--- src/sbcd_pkg.sv ---
// ---------------------------------------------------------------------------
// sbcd_pkg - shared types and helpers for the signed binary to BCD converter
// Digit counts, the per-stage control word and nibble helpers used by the
// shift-and-add-3 cell chain and the output formatting.
// ---------------------------------------------------------------------------
`default_nettype none

package sbcd_pkg;

    localparam int MAG_W       = 64;                  // magnitude bits, one per cell
    localparam int NUM_DIGITS  = 20;                  // digits a 64-bit magnitude can need
    localparam int BCD_W       = 4 * NUM_DIGITS;      // packed BCD accumulator width
    localparam int WORD_DIGITS = 16;                  // digits per output word
    localparam int WORD_W      = 4 * WORD_DIGITS;     // output word width
    localparam int HI_USED_W   = BCD_W - WORD_W;      // live bits of the high word
    localparam logic [3:0] DIGIT_NINE = 4'd9;
    localparam logic [3:0] DIGIT_FIVE = 4'd5;
    localparam logic [3:0] DIGIT_ADJ  = 4'd3;

    // Control bits that travel with a word through the chain
    typedef struct packed {
        logic valid;
        logic wide;      // 32-digit format
        logic neg;       // input was negative
    } stage_ctl_t;

    // Add 3 to every digit that is 5 or more, ahead of the left shift
    function automatic logic [BCD_W-1:0] bcd_adjust(input logic [BCD_W-1:0] bcd);
        logic [BCD_W-1:0] res;
        logic [3:0]       d;
        res = bcd;
        for (int i = 0; i < NUM_DIGITS; i++) begin
            d = bcd[4*i +: 4];
            if (d >= DIGIT_FIVE)
                res[4*i +: 4] = d + DIGIT_ADJ;
        end
        return res;
    endfunction

    // Nines complement of every digit of a word
    function automatic logic [WORD_W-1:0] nines_word(input logic [WORD_W-1:0] w);
        logic [WORD_W-1:0] res;
        for (int i = 0; i < WORD_DIGITS; i++)
            res[4*i +: 4] = DIGIT_NINE - w[4*i +: 4];
        return res;
    endfunction

    // True when every nibble of a word is a decimal digit
    function automatic logic word_is_bcd(input logic [WORD_W-1:0] w);
        logic ok;
        ok = 1'b1;
        for (int i = 0; i < WORD_DIGITS; i++)
            if (w[4*i +: 4] > DIGIT_NINE)
                ok = 1'b0;
        return ok;
    endfunction

endpackage

`default_nettype wire

--- src/sbcd_cell.sv ---
// ---------------------------------------------------------------------------
// sbcd_cell - one shift-and-add-3 step of the binary to BCD chain
// Adjusts the BCD accumulator, shifts in the top magnitude bit and registers
// the result for the next cell.
// ---------------------------------------------------------------------------
`default_nettype none

module sbcd_cell
    import sbcd_pkg::*;
(
    input  wire logic              clk,
    input  wire logic              rst_n,
    input  wire logic              en,
    input  wire stage_ctl_t        in_ctl,
    input  wire logic [MAG_W-1:0]  in_mag,
    input  wire logic [BCD_W-1:0]  in_bcd,
    output stage_ctl_t             out_ctl,
    output logic      [MAG_W-1:0]  out_mag,
    output logic      [BCD_W-1:0]  out_bcd
);

    stage_ctl_t       ctl_reg;
    logic [MAG_W-1:0] mag_reg, mag_next;
    logic [BCD_W-1:0] bcd_reg, bcd_next, bcd_adj;

    // One double-dabble step
    always_comb
    begin
        bcd_adj  = bcd_adjust(in_bcd);
        bcd_next = {bcd_adj[BCD_W-2:0], in_mag[MAG_W-1]};
        mag_next = {in_mag[MAG_W-2:0], 1'b0};
    end

    // Control: valid cleared on reset
    always_ff @(posedge clk or negedge rst_n)
    begin
        if (!rst_n)
        begin
            ctl_reg <= '0;
        end
        else if (en)
        begin
            ctl_reg <= in_ctl;
        end
    end

    // Payload
    always_ff @(posedge clk)
    begin
        if (en)
        begin
            mag_reg <= mag_next;
            bcd_reg <= bcd_next;
        end
    end

    assign out_ctl = ctl_reg;
    assign out_mag = mag_reg;
    assign out_bcd = bcd_reg;

endmodule

`default_nettype wire
--- config.mk ---
export PLATFORM = sky130hd
export DESIGN_NAME = sbcd_cell
export DESIGN_NICKNAME = d
export VERILOG_FILES = /design/src/sbcd_pkg.sv /design/src/sbcd_cell.sv
export SDC_FILE = /design/constraint.sdc
export NUM_CORES = 1
export LEC_CHECK = 0
export ABC_AREA = 1
export BUFFER_PORTS_ARGS = -buffer_cell sky130_fd_sc_hd__buf_2
export CAP_MARGIN = 30
export CORE_ASPECT_RATIO = 0.7
export CORE_MARGIN = 4
export CORE_UTILIZATION = 48
export DETAILED_ROUTE_END_ITERATION = 6
export PLACE_DENSITY = 0.87
export SLEW_MARGIN = 25
export SYNTH_ARGS = -nofsm -noshare
export SYNTH_HDL_FRONTEND = slang
export SYNTH_SLANG_ARGS = --single-unit
--- constraint.sdc ---
create_clock -name clk -period 0.92 [get_ports clk]
set_input_delay 0.046 -clock clk [delete_from_list [all_inputs] [get_ports clk]]
set_output_delay 0.046 -clock clk [all_outputs]
set_load 0.005 [all_outputs]
==> impl_results.rst, run 1 <==
.. list-table::
   :header-rows: 1

   * - Metric
     - Value
   * - Final nets
     - 1255
   * - Final critical path time including I/O delays and setup
     - 1.03 ns
   * - Result of the run
     - finished with violations
   * - Cell family with most CP delay
     - flip-flops
   * - Peak per-stage delay on the critical path
     - 0.42 ns
   * - Number of failing hold endpoints at the final stage
     - 0
   * - Clock Tree Buf Depth
     - 2
   * - Fmax
     - 969 MHz
   * - Worst hold slack after final layout
     - 0.0158 ns
   * - Path type of the worst setup path
     - register to output port
   * - Detailed-route DRC error count
     - 0
   * - Total power per unit cell area
     - 1720 nW/um^2
   * - Count of input and output buffers
     - 295
   * - Simple-gate share of the synthesized area
     - 11.8%
   * - Failing checks
     - negative setup slack
   * - Overall routed net length
     - 24500 um
   * - Avg Cell Area, Syn
     - 11.6 um^2
   * - Initial antenna violation count
     - 2
   * - Clock latency reported for the late side of the worst-skew pair
     - 0.40 ns
   * - Final worst-path cycle share
     - 112%
   * - Placeable core area
     - 13400 um^2
   * - Internal power consumption
     - 13.6 mW
   * - Required arrival time at the worst endpoint
     - 0.87 ns
   * - Worst setup margin
     - -0.112 ns
   * - Post-layout util
     - 80.3%
   * - Cell area after layout
     - 10800 um^2
   * - Sinks on the clock net
     - 146
   * - First-pass iteration count of the detailed router
     - 5
   * - Inserted Clock Buffers
     - 17
   * - Combinational share of power
     - 17.1%
   * - Arrival time reported for the critical path endpoint
     - 0.99 ns
   * - Ratio of cells with drive above 1 in the final layout
     - 44.2%
   * - Clock Root Buffer
     - sky130_fd_sc_hd__clkbuf_16
   * - DIE WIDTH
     - 149 um
   * - Number of cell rows
     - 35
   * - Worst hold path class
     - input pin to register
   * - Arithmetic-cell share of the synthesized area counting full adders, half adders and majority gates
     - 7.48%
   * - Via density per instance
     - 5.17
   * - Post-synth design cell area
     - 6700 um^2
   * - Total number of yosys warnings
     - 0
   * - Estimated wirelength of the detail-placed design
     - 14500 um
   * - Total setup violations reported at the end of the flow
     - 149
   * - Total of flip-flops plus latches after synthesis
     - 146
   * - Pin count of the biggest net entering global routing
     - 27
   * - Final Max Tran Viols
     - 0
   * - Net count of the mapped netlist
     - 765
   * - Leakage dissipation
     - 5.12 nW
   * - Count of different cell masters after synthesis
     - 20
   * - Maximum vdd ir drop
     - 1.19 mV
   * - Vias
     - 6541
   * - Proportion of total power due to net switching
     - 26.2%
   * - Starting Density
     - 50.0%
   * - Register clock-pin slew on the reported worst setup and hold paths
     - 0.07 ns
   * - Slowest library cell on the worst path
     - sky130_fd_sc_hd__edfxtp_1
   * - I/O pin total
     - 297
   * - Global placement routability congestion
     - 0.904
   * - Dominant combinational cell family by area after synthesis
     - simple AND/OR/NAND/NOR gates
   * - Post-placement cell area
     - 9030 um^2
   * - Die footprint
     - 15900 um^2
   * - Sum of buffers and inverters on the critical path
     - 1
   * - ANT nets after route
     - 0
   * - Area Overhead vs Synth
     - 60.6%
   * - TritonCTS clock tree
     - done
   * - Floorplan die height
     - 107 um
   * - Crit path launch type
     - register
   * - Worst Path Max Fanout
     - 1
   * - Detailed-route wire length per cell
     - 19.4 um
   * - Leading cell type in the layout, fill and taps excluded
     - sky130_fd_sc_hd__buf_2
   * - RSZ-0062 raised after global routing
     - true
   * - Xor and xnor fraction of the mapped netlist area
     - 0%
   * - Critical Path End Type
     - output port
   * - Leading cell types in the layout, fill and taps excluded
     - sky130_fd_sc_hd__buf_2 (290), sky130_fd_sc_hd__edfxtp_1 (143), sky130_fd_sc_hd__nand2_1 (113)
   * - Detailed router's first-iteration violation count
     - 403
   * - Sequential cell fraction of total power
     - 44.6%
   * - Synth Area in Compound Gates
     - 9.44%
   * - Net switching power of the design
     - 4.83 mW
   * - Number of standard cells after synthesis
     - 575
   * - Setup_tns
     - -6.50 ns
   * - Total grt overflow
     - 0
   * - CTS H-Tree Depth
     - 4
   * - Total of max-cap violations
     - 0
   * - Vias in the first global route
     - 6711
   * - Wire length of the first global-routing pass
     - 36000 um
   * - Share of power burned in the clock network
     - 38.3%
   * - Pre-CTS WS
     - -0.225 ns
   * - Seq/Total Area, Yosys
     - 65.3%
   * - Mux share of post-synthesis cell area
     - 0.505%
   * - Global-route usage over all layers
     - 29.3%
   * - Clock Skews
     - 0 ns
   * - CP cell instances
     - buf_2
-- state kept, by name, summed over array words and instances (netlist names) --
| register | cells |
|---|---|
| out_ctl | 3 |
| out_bcd | 80 |
| out_mag | 63 |
-- stage by stage --
stage               total power [mW]  std cells
floorplan                       9.18        575
detailed placement              10.9       1131
global placement                10.7       1131
global route                    19.2       1264
CTS                             18.2       1267
finish                          18.5       1264
-- cells by family (layout without fill, tap and decap cells) --
| kind of cell | after synthesis | count (layout) |
|---|---|---|
| adder cells (fa/ha/maj) | 40 | 40 |
| other | 1 | 2 |
| buffers and inverters | 97 | 600 |
| AO/OA/AOI/OAI | 109 | 109 |
| flip-flops | 146 | 146 |
| AND/OR/NAND/NOR | 179 | 179 |
| multiplexers | 3 | 3 |
-- power groups by stage --
stage	sequential (mW)	clock (mW)	combinational [mW]
floorplan	8.41	0	0.772
global placement	8.28	0	2.45
detailed placement	8.31	0	2.56
CTS	8.18	7.08	2.93
global route	8.27	7.53	3.40
finish	8.22	7.07	3.16
-- Yosys cell counts --
cell type	number	area (um^2)
sky130_fd_sc_hd__a21oi_1	32	160
sky130_fd_sc_hd__a21oi_2	4	35.0
sky130_fd_sc_hd__buf_4	1	7.51
sky130_fd_sc_hd__clkinv_1	4	15.0
sky130_fd_sc_hd__conb_1	1	3.75
sky130_fd_sc_hd__dfrtp_1	3	75.1
sky130_fd_sc_hd__edfxtp_1	143	4290
sky130_fd_sc_hd__ha_1	40	500
sky130_fd_sc_hd__inv_1	65	244
sky130_fd_sc_hd__inv_2	27	101
sky130_fd_sc_hd__mux2_2	3	33.8
sky130_fd_sc_hd__nand2_1	119	447
sky130_fd_sc_hd__nand2_2	4	25.0
sky130_fd_sc_hd__nand3_1	35	175
sky130_fd_sc_hd__nand4_1	1	6.26
sky130_fd_sc_hd__nor2_1	12	45.0
sky130_fd_sc_hd__nor2_4	8	90.1
sky130_fd_sc_hd__o21ai_0	38	190
sky130_fd_sc_hd__o21ai_1	16	80.1
sky130_fd_sc_hd__o21ai_2	19	166
-- repair_timing --
item                                   4_1_cts  5_1_grt
gates resized for setup                      0       26
buffers inserted                             1        0
endpoints found under the hold margin      104        0
cloned                                       0        0
hold buffers                               103        0
setup endpoints to repair                  146      174
pin swaps                                    0       12
-- worst paths after layout --
check	start	to	slack, ns	cells past startpoint
setup / recovery	out_bcd[1]	out_bcd[1]	-0.11	1
hold / removal	in_bcd[42]	out_bcd[43]	0.02	3
setup reg to reg	out_ctl[0]	out_ctl[0]	-0.01	2
hold reg to reg	out_ctl[2]	out_ctl[2]	0.51	1
max in group asynchronous	rst_n	out_ctl[0]	0.19	3
min in group asynchronous	rst_n	out_ctl[2]	0.55	3
-- routing by layer --
layer / wire [um] / track usage [%]
met2: 12700 / 53.2
met3: 2600 / 9.84
met4: 1290 / 13.4
met5: 0 / 0
met1: 7930 / 30.8
-- area by class of cell --
cell class | instances | area [um^2]
diodes | 1 | 2.50
clock buffers | 17 | 425
clock inverters | 15 | 170
fillers | 718 | 2650
inverters | 96 | 363
multi-input cells | 332 | 2050
flip-flops and latches | 146 | 4370
well taps | 185 | 231
repair buffers | 472 | 3140
Power figures use the tool's default switching activity.
==> inputs of run 2 (changes only) <==
==> constraint.sdc (replaced) <==
create_clock -name clk -period 0.92 [get_ports clk]
set_input_delay 0.138 -clock clk [delete_from_list [all_inputs] [get_ports clk]]
set_output_delay 0.138 -clock clk [all_outputs]
set_load 0.005 [all_outputs]
==> impl_results.rst, run 2 (synthesis gave the netlist of run 1 again) <==
.. list-table::
   :header-rows: 1

   * - Metric
     - Value
   * - Detailed router's first-iteration violation count
     - 430 (+6.7%)
   * - Met3 Wirelength
     - 2320 um (-11%)
   * - Arrival time reported for the critical path endpoint
     - 0.99 ns (about the same)
   * - Clock Skews
     - 0 ns (unchanged)
   * - Count of input and output buffers
     - 295 (unchanged)
   * - First-pass iteration count of the detailed router
     - 5 (unchanged)
   * - Failing checks
     - negative setup slack
   * - Sum of met2 wire segment lengths after detailed routing
     - 11800 um (-6.5%)
   * - ANT nets after route
     - 0 (unchanged)
   * - Count of cells along the worst hold path
     - 3 (unchanged)
   * - Crit path launch type
     - register
   * - Sum of buffers and inverters on the critical path
     - 1 (unchanged)
   * - Hold path startpoint
     - in_bcd[15]
   * - Pin count of the biggest net entering global routing
     - 21 (-22%)
   * - Placeable core area
     - 13400 um^2 (unchanged)
   * - Wire length of the first global-routing pass
     - 34400 um (-4.4%)
   * - Total power per unit cell area
     - 1720 nW/um^2 (+0.36%)
   * - Cell area after layout
     - 10800 um^2 (+0.56%)
   * - Result of the run
     - finished with violations
   * - Estimated wirelength of the detail-placed design
     - 15400 um (+5.8%)
   * - Vias
     - 6278 (-4.0%)
   * - Overall routed net length
     - 22200 um (-9.2%)
   * - R2r worst-path depth
     - 1 (-1)
   * - Inserted Clock Buffers
     - 17 (unchanged)
   * - Endpoint of the worst register-to-register path
     - out_ctl[1]
   * - Critical Path End Type
     - output port
   * - Number of failing hold endpoints at the final stage
     - 0 (unchanged)
   * - CTS H-Tree Depth
     - 4 (unchanged)
   * - Number of antenna repair diodes
     - 0 (-1)
   * - Register clock-pin slew on the reported worst setup and hold paths
     - 0.07 ns (about the same)
   * - Ratio of cells with drive above 1 in the final layout
     - 50.5% (+6.3 points)
   * - Worst setup margin
     - -0.213 ns (-0.101 ns)
   * - Number of flip-flops in the largest register
     - 80 (unchanged)
   * - DR top layer
     - met5
   * - Starting Density
     - 50.0% (unchanged)
   * - Cell family with most CP delay
     - flip-flops
   * - DRT met1 WL
     - 7510 um (-5.3%)
   * - Total grt overflow
     - 0 (unchanged)
   * - Maximum vdd ir drop
     - 1.20 mV (+0.84%)
   * - Required arrival time at the worst endpoint
     - 0.78 ns (-0.09 ns)
   * - Critical Path Stages
     - 1 (unchanged)
   * - Global-route usage over all layers
     - 27.9% (-1.4 points)
   * - DIE WIDTH
     - 149 um (unchanged)
   * - Detailed-route DRC error count
     - 0 (unchanged)
   * - Initial antenna violation count
     - 1 (-1)
   * - Destination of the worst hold path
     - out_bcd[16]
   * - Area Overhead vs Synth
     - 61.5%
   * - Detailed-route wire length per cell
     - 17.9 um (-7.5%)
   * - Vias in the first global route
     - 6715 (+0.060%)
   * - Slowest library cell on the worst path
     - sky130_fd_sc_hd__edfxtp_1
   * - Reg-to-reg setup timing slack
     - 0.11 ns (+0.12 ns)
   * - Placed Instances
     - 1141 (+0.88%)
   * - Worst Path Max Fanout
     - 1 (unchanged)
   * - I/O pin total
     - 297 (unchanged)
   * - CP cell instances
     - buf_2
   * - Via density per instance
     - 5.06 (-2.2%)
   * - Total of max-cap violations
     - 0 (unchanged)
   * - Die footprint
     - 15900 um^2 (unchanged)
   * - Final Non-Filler Cells
     - 1241 (-1.8%)
   * - Crit Reg-Reg Startpoint
     - out_ctl[1]
   * - Final nets
     - 1234 (-1.7%)
   * - Leading cell types in the layout, fill and taps excluded
     - sky130_fd_sc_hd__buf_2 (293), sky130_fd_sc_hd__edfxtp_1 (143), sky130_fd_sc_hd__nand2_1 (119)
   * - Peak per-stage delay on the critical path
     - 0.44 ns (+0.02 ns)
   * - Path type of the worst setup path
     - register to output port
   * - Leading cell type in the layout, fill and taps excluded
     - sky130_fd_sc_hd__buf_2
   * - Sinks on the clock net
     - 146 (unchanged)
   * - Final Max Tran Viols
     - 0 (unchanged)
   * - Global placement routability congestion
     - 0.869 (-3.9%)
   * - Clock latency reported for the late side of the worst-skew pair
     - 0.40 ns (about the same)
   * - Number of cell rows
     - 35 (unchanged)
   * - Final critical path time including I/O delays and setup
     - 1.13 ns (+0.101 ns)
   * - Floorplan die height
     - 107 um (unchanged)
   * - Fmax
     - 883 MHz (-8.9%)
   * - Clock Tree Buf Depth
     - 2 (unchanged)
   * - TritonCTS clock tree
     - done
   * - Clock Root Buffer
     - sky130_fd_sc_hd__clkbuf_16
   * - Worst hold path class
     - input pin to register
   * - Post-placement cell area
     - 9500 um^2 (+5.2%)
   * - RSZ-0062 raised after global routing
     - true
   * - Total setup violations reported at the end of the flow
     - 146 (-2.0%)
   * - Leakage dissipation
     - 5.00 nW (-2.4%)
   * - Final worst-path cycle share
     - 123% (+11 points)
run 2: cell types whose count changed in the layout (fill, tap and decap cells not counted), moves of 5 or more:
cell	change
sky130_fd_sc_hd__buf_4	+9
sky130_fd_sc_hd__dlygate4sd3_1	-32
sky130_fd_sc_hd__ha_1	-26
sky130_fd_sc_hd__ha_4	+22
sky130_fd_sc_hd__inv_1	-28
sky130_fd_sc_hd__inv_2	+5
sky130_fd_sc_hd__inv_4	+13
sky130_fd_sc_hd__inv_8	+6
sky130_fd_sc_hd__nand2_1	+6
sky130_fd_sc_hd__nand2_2	-5
sky130_fd_sc_hd__o21ai_2	+8
sky130_fd_sc_hd__o21ai_4	-9
run 2: through the flow:
step / util (%) / hold slack (ns) / worst slack [ns] / TNS [ns] / power, mW
2_1_floorplan: - / -0.158 / 0.0000872 / 0 / 9.29
3_3_place_gp: 70.9 / -0.0640 / -0.213 / -10.73 / 10.9
3_5_place_dp: 70.9 / -0.0607 / -0.273 / -14.09 / 11.1
4_1_cts: 80.7 / 0.0532 / -0.208 / -20.17 / 18.5
5_1_grt: 80.7 / 0.0566 / -0.245 / -23.84 / 19.3
6_report: 80.7 / 0.0698 / -0.213 / -18.33 / 18.6
run 2: timing repair:
item,4_1_cts,5_1_grt
endpoints found under the setup margin,146,146
endpoints found under the hold margin,72,0
buffers inserted,0,0
gates resized for setup,0,1
hold buffers,69,0
gates cloned,0,0
run 2: worst max path at each step:
stage / start / end / slack (ns)
6_report: out_bcd[37] / out_bcd[37] / -0.21
5_1_grt: out_bcd[37] / out_bcd[37] / -0.25
4_1_cts: out_bcd[78] / out_bcd[78] / -0.21
3_5_place_dp: in_bcd[20] / out_bcd[22] / -0.27
3_3_place_gp: in_bcd[1] / out_bcd[1] / -0.21
2_1_floorplan: in_bcd[28] / out_bcd[29] / 0.00009
run 2: cell type report:
type / count / area, um^2
sequential: 146 / 4370
timing repair buffer: 451 / 2900
fill: 760 / 2590
multi-input combinational: 332 / 2240
inverter: 96 / 460
clock buffer: 18 / 429
tap: 185 / 231
clock inverter: 13 / 185
run 2: report_power, final:
| part | switching, mW | internal [mW] |
|---|---|---|
| logic | 1.60 | 1.50 |
| registers | 0.199 | 8.02 |
| clock network | 2.76 | 4.54 |
run 2: routing by layer:
layer | vias up | track usage (%)
li1 | 2919 | -
met1 | 2917 | 28.9
met2 | 384 | 53.6
met3 | 56 | 9.08
met4 | 2 | 8.49
met5 | - | 0
